===== src/hdl/asht_pkg.sv =====
// Shared types and constants of the access site hit table.
// Holds the channel payload structs, status codes, register indexes and the
// controller state and command types. No dependencies.
`timescale 1ns / 1ps

package asht_pkg;

    localparam int CFG_IDX_W  = 4;
    localparam int CFG_DATA_W = 48;
    localparam int VADDR_W    = 48;
    localparam int CNT_BITS   = 32;

    localparam logic [CNT_BITS-1:0] CNT_MAX = '1;

    // Configuration register indexes.
    localparam logic [CFG_IDX_W-1:0] REG_OWN_BASE    = 4'd0;
    localparam logic [CFG_IDX_W-1:0] REG_OWN_END     = 4'd1;
    localparam logic [CFG_IDX_W-1:0] REG_TARGET_BASE = 4'd2;
    localparam logic [CFG_IDX_W-1:0] REG_TARGET_END  = 4'd3;

    // Command codes of the input beat.
    localparam logic CMD_RECORD = 1'b0;
    localparam logic CMD_READ   = 1'b1;

    // Result status codes.
    localparam logic [2:0] STAT_OWN      = 3'd0;
    localparam logic [2:0] STAT_FOREIGN  = 3'd1;
    localparam logic [2:0] STAT_EXISTING = 3'd2;
    localparam logic [2:0] STAT_NEW      = 3'd3;
    localparam logic [2:0] STAT_FULL     = 3'd4;
    localparam logic [2:0] STAT_READOUT  = 3'd5;

    typedef struct packed {
        logic                cmd;
        logic [VADDR_W-1:0]  instr_addr;
        logic [31:0]         thread_id;
        logic [5:0]          read_index;
    } hit_in_t;

    typedef struct packed {
        logic [2:0]  status;
        logic [31:0] total_hits;
        logic [31:0] foreign_hits;
        logic [6:0]  site_count;
        logic [31:0] site_offset;
        logic [31:0] site_hits;
        logic [31:0] tid_first;
        logic [31:0] tid_second;
        logic [31:0] tid_third;
        logic [31:0] tid_fourth;
    } hit_out_t;

    typedef enum logic [2:0] {
        S_IDLE,
        S_CLASSIFY,
        S_SCAN,
        S_UPDATE,
        S_CLAIM,
        S_READ,
        S_DONE
    } asht_state_t;

    // Commands from the controller to the datapath.
    typedef struct packed {
        logic       load_in;
        logic       scan_start;
        logic       scan_en;
        logic       inc_total;
        logic       inc_foreign;
        logic       upd_write;
        logic       claim_write;
        logic       read_issue;
        logic       set_status;
        logic [2:0] status_code;
        logic       out_load;
    } asht_cmd_t;

    // Status from the datapath to the controller.
    typedef struct packed {
        logic is_read;
        logic own_hit;
        logic tgt_hit;
        logic scan_match;
        logic scan_done;
        logic table_full;
        logic out_free;
    } asht_flags_t;

endpackage


===== src/hdl/asht_ctrl.sv =====
// Controller state machine of the access site hit table.
// Sequences classify, table scan, update or claim, readout and result load.
// Depends on asht_pkg.
`timescale 1ns / 1ps

module asht_ctrl (
    input  logic                 aclk,
    input  logic                 aresetn,
    input  logic                 s_valid,
    output logic                 s_ready,
    input  asht_pkg::asht_flags_t flags,
    output asht_pkg::asht_cmd_t   cmd
);
    import asht_pkg::*;

    asht_state_t state_reg;
    asht_state_t state_next;

    always_ff @(posedge aclk) begin
        if (!aresetn) begin
            state_reg <= S_IDLE;
        end else begin
            state_reg <= state_next;
        end
    end

    always_comb begin
        state_next = state_reg;
        cmd        = '0;
        s_ready    = 1'b0;
        case (state_reg)
            S_IDLE: begin
                s_ready = aresetn;
                if (s_valid && aresetn) begin
                    cmd.load_in = 1'b1;
                    state_next  = S_CLASSIFY;
                end
            end
            S_CLASSIFY: begin
                if (flags.is_read) begin
                    state_next = S_READ;
                end else if (flags.own_hit) begin
                    cmd.set_status  = 1'b1;
                    cmd.status_code = STAT_OWN;
                    state_next      = S_DONE;
                end else if (!flags.tgt_hit) begin
                    cmd.inc_foreign = 1'b1;
                    cmd.set_status  = 1'b1;
                    cmd.status_code = STAT_FOREIGN;
                    state_next      = S_DONE;
                end else begin
                    cmd.inc_total  = 1'b1;
                    cmd.scan_start = 1'b1;
                    state_next     = S_SCAN;
                end
            end
            S_SCAN: begin
                cmd.scan_en = 1'b1;
                if (flags.scan_match) begin
                    state_next = S_UPDATE;
                end else if (flags.scan_done) begin
                    if (flags.table_full) begin
                        cmd.set_status  = 1'b1;
                        cmd.status_code = STAT_FULL;
                        state_next      = S_DONE;
                    end else begin
                        state_next = S_CLAIM;
                    end
                end
            end
            S_UPDATE: begin
                cmd.upd_write   = 1'b1;
                cmd.set_status  = 1'b1;
                cmd.status_code = STAT_EXISTING;
                state_next      = S_DONE;
            end
            S_CLAIM: begin
                cmd.claim_write = 1'b1;
                cmd.set_status  = 1'b1;
                cmd.status_code = STAT_NEW;
                state_next      = S_DONE;
            end
            S_READ: begin
                cmd.read_issue  = 1'b1;
                cmd.set_status  = 1'b1;
                cmd.status_code = STAT_READOUT;
                state_next      = S_DONE;
            end
            S_DONE: begin
                if (flags.out_free) begin
                    cmd.out_load = 1'b1;
                    state_next   = S_IDLE;
                end
            end
            default: begin
                state_next = S_IDLE;
            end
        endcase
    end

endmodule


===== config.mk =====
export PLATFORM = sky130hd
export DESIGN_NAME = asht_ctrl
export DESIGN_NICKNAME = d
export VERILOG_FILES = /design/src/hdl/asht_pkg.sv /design/src/hdl/asht_ctrl.sv
export SDC_FILE = /design/constraint.sdc
export NUM_CORES = 1
export LEC_CHECK = 0
export ABC_CLOCK_PERIOD_IN_PS = 2100
export BUFFER_PORTS_ARGS = -buffer_cell sky130_fd_sc_hd__buf_2
export CORE_AREA = 2 2 39 41
export CTS_CLUSTER_DIAMETER = 200
export DETAILED_ROUTE_END_ITERATION = 16
export DIE_AREA = 0 0 41 43
export HOLD_SLACK_MARGIN = 0.03
export PLACE_DENSITY_LB_ADDON = 0.15
export SYNTH_ARGS = -nofsm -noshare
export SYNTH_HDL_FRONTEND = slang
export SYNTH_SLANG_ARGS = --single-unit

===== constraint.sdc =====
create_clock -name aclk -period 2.1 [get_ports aclk]
set_clock_uncertainty 0.05 [all_clocks]
set_input_delay 0.105 -clock aclk [delete_from_list [all_inputs] [get_ports aclk]]
set_output_delay 0.105 -clock aclk [all_outputs]
set_load 0.02 [all_outputs]

==> results.md <==
* Placed insts at 93
* First-pass GRT wire length at 1750 um
* Final #Nets at 94
* Total of max-cap violations at 0
* Tmin final at 1.97 ns
* CP startpoint kind: flip-flop
* Post-route insts no fill at 97
* Die area at 0.00176 mm2
* Setup Fix Bufs, Post-CTS at 0
* Synth Instances at 57
* Number of flip-flops in the largest register at 3
* Initial DRC count at 8
* Peak VDD IR at 0.403 mV
* Crit share post-route at 93.8%
* CP Cell Sequence: or3b_1 > nor2_1 > a211oi_1 > a22oi_1 > buf_2
* CTS H-tree lvls at 1
* Total GRT Usage at 13.9%
* CP top delay family: simple AND/OR/NAND/NOR gates
* Vias in the first global route at 426
* Max-slew headroom at 79.5%
* # DRC at 0
* PD cells at 1160 mW/mm2
* Crit path arrival time at 1.82 ns
* Aggregate global routing overflow at 0
* Outcome: finished clean
* Initial Util at 29.9%
* Routed Antenna Nets at 0
* Most frequent cells in the layout: 23 x buf_2, 6 x inv_1, 6 x nor3_1
* Clock transition at path regs at 0.04 ns
* Critical Path End Type: output port
* Drt total wl at 1090 um
* Share of the synthesized area in the top cell type at 14.5%
* Number of synthesized register bits at 3
* Hold Path Class: in -> reg
* RSZ-0062 raised after global routing: no
* CTS tree: yes
* Final TNS setup at 0 ns
* Max Slew Vio Count at 0
* Initial antenna violation count at 0
* Synth Cell Area at 414 um2
* CP Class: reg -> out
* DR pass1 iterations at 4
* Inserted Clock Buffers at 3
* Buf/Inv on CP at 1
* Die Height at 43 um
* Final setup vio count at 0
* Wirelength per Cell at 11.2 um
* Largest net degree at the start of global routing at 14
* I/O Buffers at 23
* Synth Area per Inst at 7.27 um2
* P&R area growth vs syn at 32.6%
* Cts hold-fix bufs at 0
* Synth warn at 0
* Critical path required time at 1.95 ns
* Post-detail-place hpwl at 893 um
* Post-CTS Resized at 0
* Most common cell after layout, fill and taps aside: buf_2
* Ratio of cells with drive above 1 in the final layout at 35.8%
* Post-synth top area cell: dfxtp_1
* Clock Tree Buf Depth at 2
* Worst-margin pin slew at 0.303 ns
* Critical path's slowest cell: or3b_1
* Area post-placement at 523 um2
* Post-route cell area at 549 um2
* Post-synthesis net count at 69
* Lkg Pwr at 0.286 nW
* IO Pins at 24
* Crit-path max cell delay at 0.50 ns
* Fmax at 0.508 GHz
* Vias per cell at 5.27
* Endpoints failing hold at 0
* Core area at 0.00138 mm2
* Sequential fraction of the synthesis area at 14.5%
* Yosys cell types at 30
* FP Rows at 14
* Root buffer cell: clkbuf_4
* Synth area leaders: dfxtp_1 15%, nor3_1 7.3%, ha_1 6.0%, buf_6 5.4%, inv_1 5.4%
* Crit Path Max Fanout at 9
* Clock Sinks at 3
* Clock Latency Late Sink at 0.23 ns
* Via count at 511
* Die X at 41 um
* Global placer's final weighted congestion at 0.765
* Antenna fix cells at 0
[worst min-delay path: stages]
cell and delay [ns]:
buf_2 0.09, nand3b_1 0.11, a21boi_1 0.06
[cell usage after synthesis]
| master | instances |
|---|---|
| a22oi_1 | 2 |
| a211oi_1 | 2 |
| and2_1 | 1 |
| and3_1 | 2 |
| inv_1 | 6 |
| buf_6 | 2 |
| nor4b_2 | 1 |
| and3b_1 | 1 |
| a21boi_0 | 1 |
| nand2b_1 | 3 |
| o311ai_1 | 1 |
| buf_4 | 1 |
| nor3_1 | 6 |
| nand3b_1 | 2 |
| ha_1 | 2 |
| o21ai_1 | 1 |
| dfxtp_1 | 3 |
| nor4_1 | 2 |
| a21boi_1 | 1 |
| nand2_1 | 2 |
| nor2_1 | 5 |
| mux2i_1 | 1 |
| o22ai_1 | 1 |
| nor3b_1 | 1 |
| o21ai_0 | 1 |
| o211ai_2 | 1 |
| o2111ai_1 | 1 |
| clkbuf_1 | 1 |
| nand3_1 | 2 |
| or3b_1 | 1 |
[worst paths after layout]
kind,slack [ns],depth (start not counted),from,end
worst max-delay path,0.13,5,state_reg[0]$_SDFFE_PN0P_,cmd[4]
worst min-delay path,0.12,3,flags[0],state_reg[2]$_SDFFE_PN0P_
worst max register to register,0.52,4,state_reg[1]$_SDFFE_PN0P_,state_reg[1]$_SDFFE_PN0P_
worst min register to register,0.54,2,state_reg[1]$_SDFFE_PN0P_,state_reg[1]$_SDFFE_PN0P_
[per-layer routing]
metal / track usage, % / part of all wire, % / up-vias
met4: 2.00 / 0 / 0
met3: 5.24 / 6.9 / 0
met2: 18.8 / 46 / 19
met1: 21.2 / 47 / 232
li1: - / - / 260
met5: 0 / 0 / -
[area by class of cell]
type | instances | area, um2
sequential | 3 | 60.1
tap | 16 | 20.0
inverter | 6 | 22.5
clock buffer | 4 | 26.3
timing repair buffer | 24 | 123
multi-input combinational | 44 | 298
fill | 151 | 835
[per-stage QoR]
stage / utilization [%] / total power, mW / setup WS [ns] / hold slack (ns)
detailed placement: 37.8 / 0.537 / 0.385 / 0.367
global route: 39.7 / 0.692 / 0.0213 / 0.138
CTS: 39.7 / 0.643 / 0.136 / 0.118
finish: 39.7 / 0.635 / 0.130 / 0.123
global placement: 37.8 / 0.539 / 0.419 / 0.363
floorplan: - / 0.468 / 0.231 / 0.206
[cells by family (layout without fill, tap and decap cells)]
group / after synthesis / after routing / share of synthesized area, %
flip-flops: 3 / 3 / 14.5
adder cells (fa/ha/maj): 2 / 2 / 6.04
AND/OR/NAND/NOR: 29 / 29 / 41.4
buffers and inverters: 10 / 34 / 13.6
AO/OA/AOI/OAI: 12 / 12 / 22.1
multiplexers: 1 / 1 / 2.42
[power breakdown]
group          switching (mW)  leakage (nW)  internal [mW]  total [mW]
clock                  0.0308        0.0150         0.0713       0.102
combinational           0.245         0.247          0.163       0.408
sequential             0.0433        0.0245         0.0812       0.124
(Power assumes the default switching activity.)
